--- config.mk ---
export PLATFORM = sky130hd
export DESIGN_NAME = gcs_ctrl
export DESIGN_NICKNAME = d
export VERILOG_FILES = /design/src/rtl/gcs_pkg.sv /design/src/rtl/gcs_ctrl.sv
export VERILOG_INCLUDE_DIRS = /design/src /design/src/rtl
export SDC_FILE = /design/constraint.sdc
export NUM_CORES = 1
export LEC_CHECK = 0
export BUFFER_PORTS_ARGS = -buffer_cell sky130_fd_sc_hd__buf_2
export CAP_MARGIN = 40
export CORE_AREA = 2 2 39 41
export CTS_CLUSTER_DIAMETER = 50
export DETAILED_ROUTE_END_ITERATION = 8
export DIE_AREA = 0 0 41 43
export SYNTH_ARGS = -nofsm -noshare
export SYNTH_HDL_FRONTEND = slang
export SYNTH_SLANG_ARGS = --single-unit
--- constraint.sdc ---
create_clock -name clk -period 1.8 [get_ports clk]
set_input_delay 0.36 -clock clk [delete_from_list [all_inputs] [get_ports clk]]
set_output_delay 0.36 -clock clk [all_outputs]
set_load 0.01 [all_outputs]
--- src/rtl/grouped_categorical_sampler_assert.svh ---
// ----------------------------------------------------------------------------
// Grouped categorical sampler assertion macros
// Shared concurrent assertion forms; empty when SYNTH is defined.
// ----------------------------------------------------------------------------
`ifndef GROUPED_CATEGORICAL_SAMPLER_ASSERT_SVH
`define GROUPED_CATEGORICAL_SAMPLER_ASSERT_SVH

`ifndef SYNTH
// same-cycle implication
`define GCS_ASSERT_NOW(lbl, clk, rstn, ante, cons, msg) \
	lbl: assert property (@(posedge clk) disable iff (!rstn) (ante) |-> (cons)) \
		else $error(msg);
// next-cycle implication
`define GCS_ASSERT_NEXT(lbl, clk, rstn, ante, cons, msg) \
	lbl: assert property (@(posedge clk) disable iff (!rstn) (ante) |=> (cons)) \
		else $error(msg);
`else
`define GCS_ASSERT_NOW(lbl, clk, rstn, ante, cons, msg)
`define GCS_ASSERT_NEXT(lbl, clk, rstn, ante, cons, msg)
`endif

`endif

--- src/rtl/gcs_pkg.sv ---
// ----------------------------------------------------------------------------
// Grouped categorical sampler package
// Field widths, action codes and the controller/datapath command types.
// ----------------------------------------------------------------------------
package gcs_pkg;

	localparam int GROUP_W    = 6;
	localparam int CAT_FLD_W  = 5;
	localparam int WEIGHT_W   = 16;
	localparam int UNIF_W     = 16;
	localparam int SUM_W      = 21;
	localparam int TARGET_W   = SUM_W + UNIF_W;
	localparam int OUT_W      = 6;
	localparam int NCAT_W     = 6;

	localparam int MAX_GROUPS_DEF = 64;
	localparam int MAX_CATS_DEF   = 32;

	localparam logic [NCAT_W-1:0] NCAT_RST = NCAT_W'(32);
	localparam logic [SUM_W-1:0]  SUM_MAX  = {SUM_W{1'b1}};

	localparam logic ACT_LOAD   = 1'b0;
	localparam logic ACT_SAMPLE = 1'b1;

	typedef logic [GROUP_W-1:0]   group_t;
	typedef logic [CAT_FLD_W-1:0] cat_fld_t;
	typedef logic [WEIGHT_W-1:0]  weight_t;
	typedef logic [UNIF_W-1:0]    unif_t;
	typedef logic [OUT_W-1:0]     out_cat_t;
	typedef logic [NCAT_W-1:0]    ncat_t;

	typedef struct packed {
		logic load;      // write one weight
		logic start;     // latch sample, read group total
		logic prep;      // form target, read first cumulative entry
		logic ans_one;   // group out of range: answer 1
		logic scan_adv;  // step to next category
		logic ans_k;     // scan stops at current category
		logic out_load;  // move answer into output register
	} cmd_t;

	typedef struct packed {
		logic grp_ok;
		logic hit;
		logic last;
		logic out_free;
	} sts_t;

endpackage

--- src/rtl/gcs_ctrl.sv ---
// ----------------------------------------------------------------------------
// Grouped categorical sampler controller
// Sequences load, total lookup, category scan and result hand-off.
// ----------------------------------------------------------------------------
`include "grouped_categorical_sampler_assert.svh"

module gcs_ctrl (
	input  logic          clk,
	input  logic          arst_n,
	input  logic          item_valid,
	input  logic          item_action,
	output logic          item_ready,
	input  gcs_pkg::sts_t sts,
	output gcs_pkg::cmd_t cmd
);
	import gcs_pkg::*;

	localparam logic [1:0] S_IDLE = 2'd0;
	localparam logic [1:0] S_TOT  = 2'd1;
	localparam logic [1:0] S_SCAN = 2'd2;
	localparam logic [1:0] S_OUT  = 2'd3;

	logic [1:0] state_q;
	logic [1:0] state_d;
	logic       acc;
	logic       stop;

	assign item_ready = (state_q == S_IDLE);
	assign acc        = item_valid && item_ready;
	assign stop       = sts.hit || sts.last;

	always_comb begin
		cmd          = '0;
		cmd.load     = acc && (item_action == ACT_LOAD);
		cmd.start    = acc && (item_action == ACT_SAMPLE);
		cmd.prep     = (state_q == S_TOT) && sts.grp_ok;
		cmd.ans_one  = (state_q == S_TOT) && !sts.grp_ok;
		cmd.scan_adv = (state_q == S_SCAN) && !stop;
		cmd.ans_k    = (state_q == S_SCAN) && stop;
		cmd.out_load = (state_q == S_OUT) && sts.out_free;
	end

	always_comb begin
		state_d = state_q;
		case (state_q)
			S_IDLE: begin
				if (cmd.start) state_d = S_TOT;
			end
			S_TOT: begin
				state_d = sts.grp_ok ? S_SCAN : S_OUT;
			end
			S_SCAN: begin
				if (stop) state_d = S_OUT;
			end
			S_OUT: begin
				if (sts.out_free) state_d = S_IDLE;
			end
			default: begin
				state_d = S_IDLE;
			end
		endcase
	end

	always_ff @(posedge clk or negedge arst_n) begin
		if (!arst_n) begin
			state_q <= S_IDLE;
		end else begin
			state_q <= state_d;
		end
	end

	`GCS_ASSERT_NEXT(a_start_to_total, clk, arst_n, cmd.start, state_q == S_TOT, "sample did not enter total lookup")
	`GCS_ASSERT_NOW(a_one_command, clk, arst_n, 1'b1, $onehot0(cmd), "more than one datapath command at once")

endmodule

==> key figures <==
Cells and area
  – Max reg flops: 2
  – Biggest register: state_q
  – Fraction of layout cells with a size suffix above 1: 0.5116
  – Net count reported at finish: 57
  – Area Overhead vs Synth: 54.84%
  – Largest regs: state_q (2)
  – ANT cells: 0

Die
  – Initial Util: 0.1682
  – Core Region: 1384 um2
  – Die Y: ~43 um
  – Die ar.: roughly 1800 um2
  – Die span in x: just over 40 um
  – Rows: 14
  – I/O Pins: 16

Power and ir drop
  – Peak supply drop: between 0.5 and 0.6 mV
  – Lkg Pwr: 0.0002042 uW
  – Design Power: between 500 and 600 uW
  – P per Cell Area: 1466 nW/um2

CTS
  – CTS Root Cell: clkbuf_4
  – Max H-tree Level: 1
  – Number of hold buffers added after cts: 1
  – Num CTS Buffers: 3
  – Max Root-Sink Buffers: 2
  – # clock sinks: 2
  – Clock slew at reported path FFs: approximately 0.030 ns
  – CTS tree: built
  – Worst skew pair latency: ~0.22 ns
  – Post_cts resized: 0
  – Post-CTS Repair Setup Buffers: 0

Logic synthesis
  – Ys async rst share: 1.000
  – #FFs+latches synth: 2
  – Yosys top cell area share: 0.2151
  – Post-synth net total: 36
  – Avg Cell Area, Syn: 9.697 um2
  – Synthesis Warnings: 0
  – Top cells by count, synth: 4 x ha_1, 3 x inv_1, 2 x and2_1, 2 x dfrtp_1, 2 x nor2b_1
  – Post-synth EDFFs: 0
  – Main flop type after synthesis: dfrtp_1
  – Number of distinct library cells after synthesis: 16
  – Mapped Cells: 24
  – Dominant cells by area after synthesis: dfrtp_1 22%, ha_1 22%, nor3b_4 8.1%, mux2_4 6.5%, and2_1 5.4%
  – Most frequently used cell type in the post-synthesis netlist: ha_1
  – Post-Syn Area: 232.7 um2
  – Area leader, netlist: dfrtp_1
  – Seq/Total Area, Yosys: 0.2151

Timing
  – Achievable Freq: a little under 0.6 GHz
  – Setup TNS: 0 ns
  – Fin. Hold Viols: 0
  – Setup Skew: 0.002063 ns
  – Tcrit/Tclk final: 0.9310
  – Slew Viols, Final: 0
  – Final setup vio count: 0
  – Worst slew margin relative to its limit: 0.8254
  – Clock period minus worst slack: between 1.5 and 2 ns
  – Unrepaired setup endpoints after global routing: false
  – Worst Tran Pin Value: roughly 0.26 ns

Critical path
  – Critical path's largest stage delay: around 0.4 ns
  – Critical R2R Launch: state_q[0]$_DFFE_PN0P_
  – R2R depth: 5
  – Critical path, cell by cell: inv_1 -> ha_1 -> nor3b_4 -> buf_2
  – CP top delay family: flip-flops
  – Critical Path AT: around 1.3 ns
  – Worst EP required: 1.44 ns
  – Reg2reg setup slack: 0.24 ns
  – CP Class: reg2out
  – Crit-path max FO: 5
  – R2R Path End: state_q[1]$_DFFE_PN0P_
  – Worst setup EP type: output pin
  – Startpoint types: register
  – Number of buffers and inverters on the critical path: 2
  – Slowest-stage cell, CP: dfrtp_1

Hold path
  – Worst hold path type: in2async

Global route
  – Largest net degree at the start of global routing: 6
  – Initial antenna violation count: 0
  – Met1 Usage GRT: 0.05466
  – GRT overflow: 0
  – Grt met3 use: 0.01571
  – Grt peak-use layer: met2
  – M2 GR Usage: 0.08750
  – First-pass GRT wire length: around 640 um
  – Tot GR Track Use: 0.05723
  – Number of global-route vias before repair: between 150 and 200

Route
  – DRT iter0 DRCs: 0
  – DR DRC count: 0
  – Detailed Route WL: between 400 and 500 um
  – Drt pass-1 iters: 1
  – Routed WL per cell: between 7 and 8 um
  – Avg Vias per Cell: between 3 and 4
  – Antenna viol nets, final: 0
  – Vias: approximately 220

Status
  – Status: finished, final reports clean

Run
  – Maxcap violations: 0

Place
  – Port Buffers: 15
  – GP Congestion: between 0.5 and 0.6
-- area by class of cell --
type | instances | area (um2)
clock buffers | 3 | 22.52
fillers | 152 | 1023
inverters | 3 | 11.26
multi-input cells | 19 | 171.4
flip-flops and latches | 2 | 50.05
well taps | 16 | 20.02
repair buffers | 16 | 85.08
-- routing by layer --
| metal | vias up | part of all wire |
|---|---|---|
| met3 | 0 | 0.11 |
| met1 | 95 | 0.36 |
| li1 | 119 | - |
| met5 | - | 0 |
| met4 | 0 | 0 |
| met2 | 9 | 0.53 |
-- where the power goes --
group          internal (uW)  switching [uW]  total (uW)
combinational            186             145         331
sequential              71.6            27.9        99.5
clock                   73.4            23.9        97.3
total                    331             197         528
-- metrics by stage --
step,area (um2),hold WS (ns),instances,utilization,setup slack [ns]
floorplan,232.7,0.06441,24,-,0.2935
global placement,327.8,0.1481,55,0.2369,0.2495
detailed placement,327.8,0.1495,55,0.2369,0.2430
CTS,360.3,0.4376,59,0.2604,0.09536
global route,360.3,0.4650,59,0.2604,0.01925
finish,360.3,0.4498,59,0.2604,0.1242
-- layout by cell type (no fill, tap or decap) --
cell type / instances
and2_1: 2
a2bb2oi_1: 1
nor2b_1: 2
o21a_1: 1
nor3b_4: 1
or2_2: 1
nand2_1: 1
buf_2: 15
inv_1: 3
mux2_4: 1
dlygate4sd3_1: 1
ha_1: 4
nor2_1: 1
a21boi_0: 1
o41ai_1: 1
and3_1: 1
clkbuf_4: 3
nor3_2: 1
dfrtp_1: 2
-- cells by family after synthesis --
family,count (synthesis),share of synthesized area
and+or+nand+nor,10,0.3172
adders and majority gates,4,0.2151
buffers and inverters,3,0.04838
DFF,2,0.2151
muxes,1,0.06450
AOI/OAI and AO/OA,4,0.1398
-- how the worst max path moves through the flow --
stage                      startpoint                      to  cells after the start
3_3_place_gp   state_q[0]$_DFFE_PN0P_  state_q[1]$_DFFE_PN0P_                      5
6_report       state_q[0]$_DFFE_PN0P_                  cmd[2]                      4
5_1_grt        state_q[0]$_DFFE_PN0P_                  cmd[2]                      4
3_5_place_dp   state_q[0]$_DFFE_PN0P_  state_q[1]$_DFFE_PN0P_                      5
4_1_cts        state_q[0]$_DFFE_PN0P_                  cmd[2]                      4
2_1_floorplan  state_q[0]$_DFFE_PN0P_  state_q[1]$_DFFE_PN0P_                      5
Note: power is estimated with default switching activity, not from simulation.
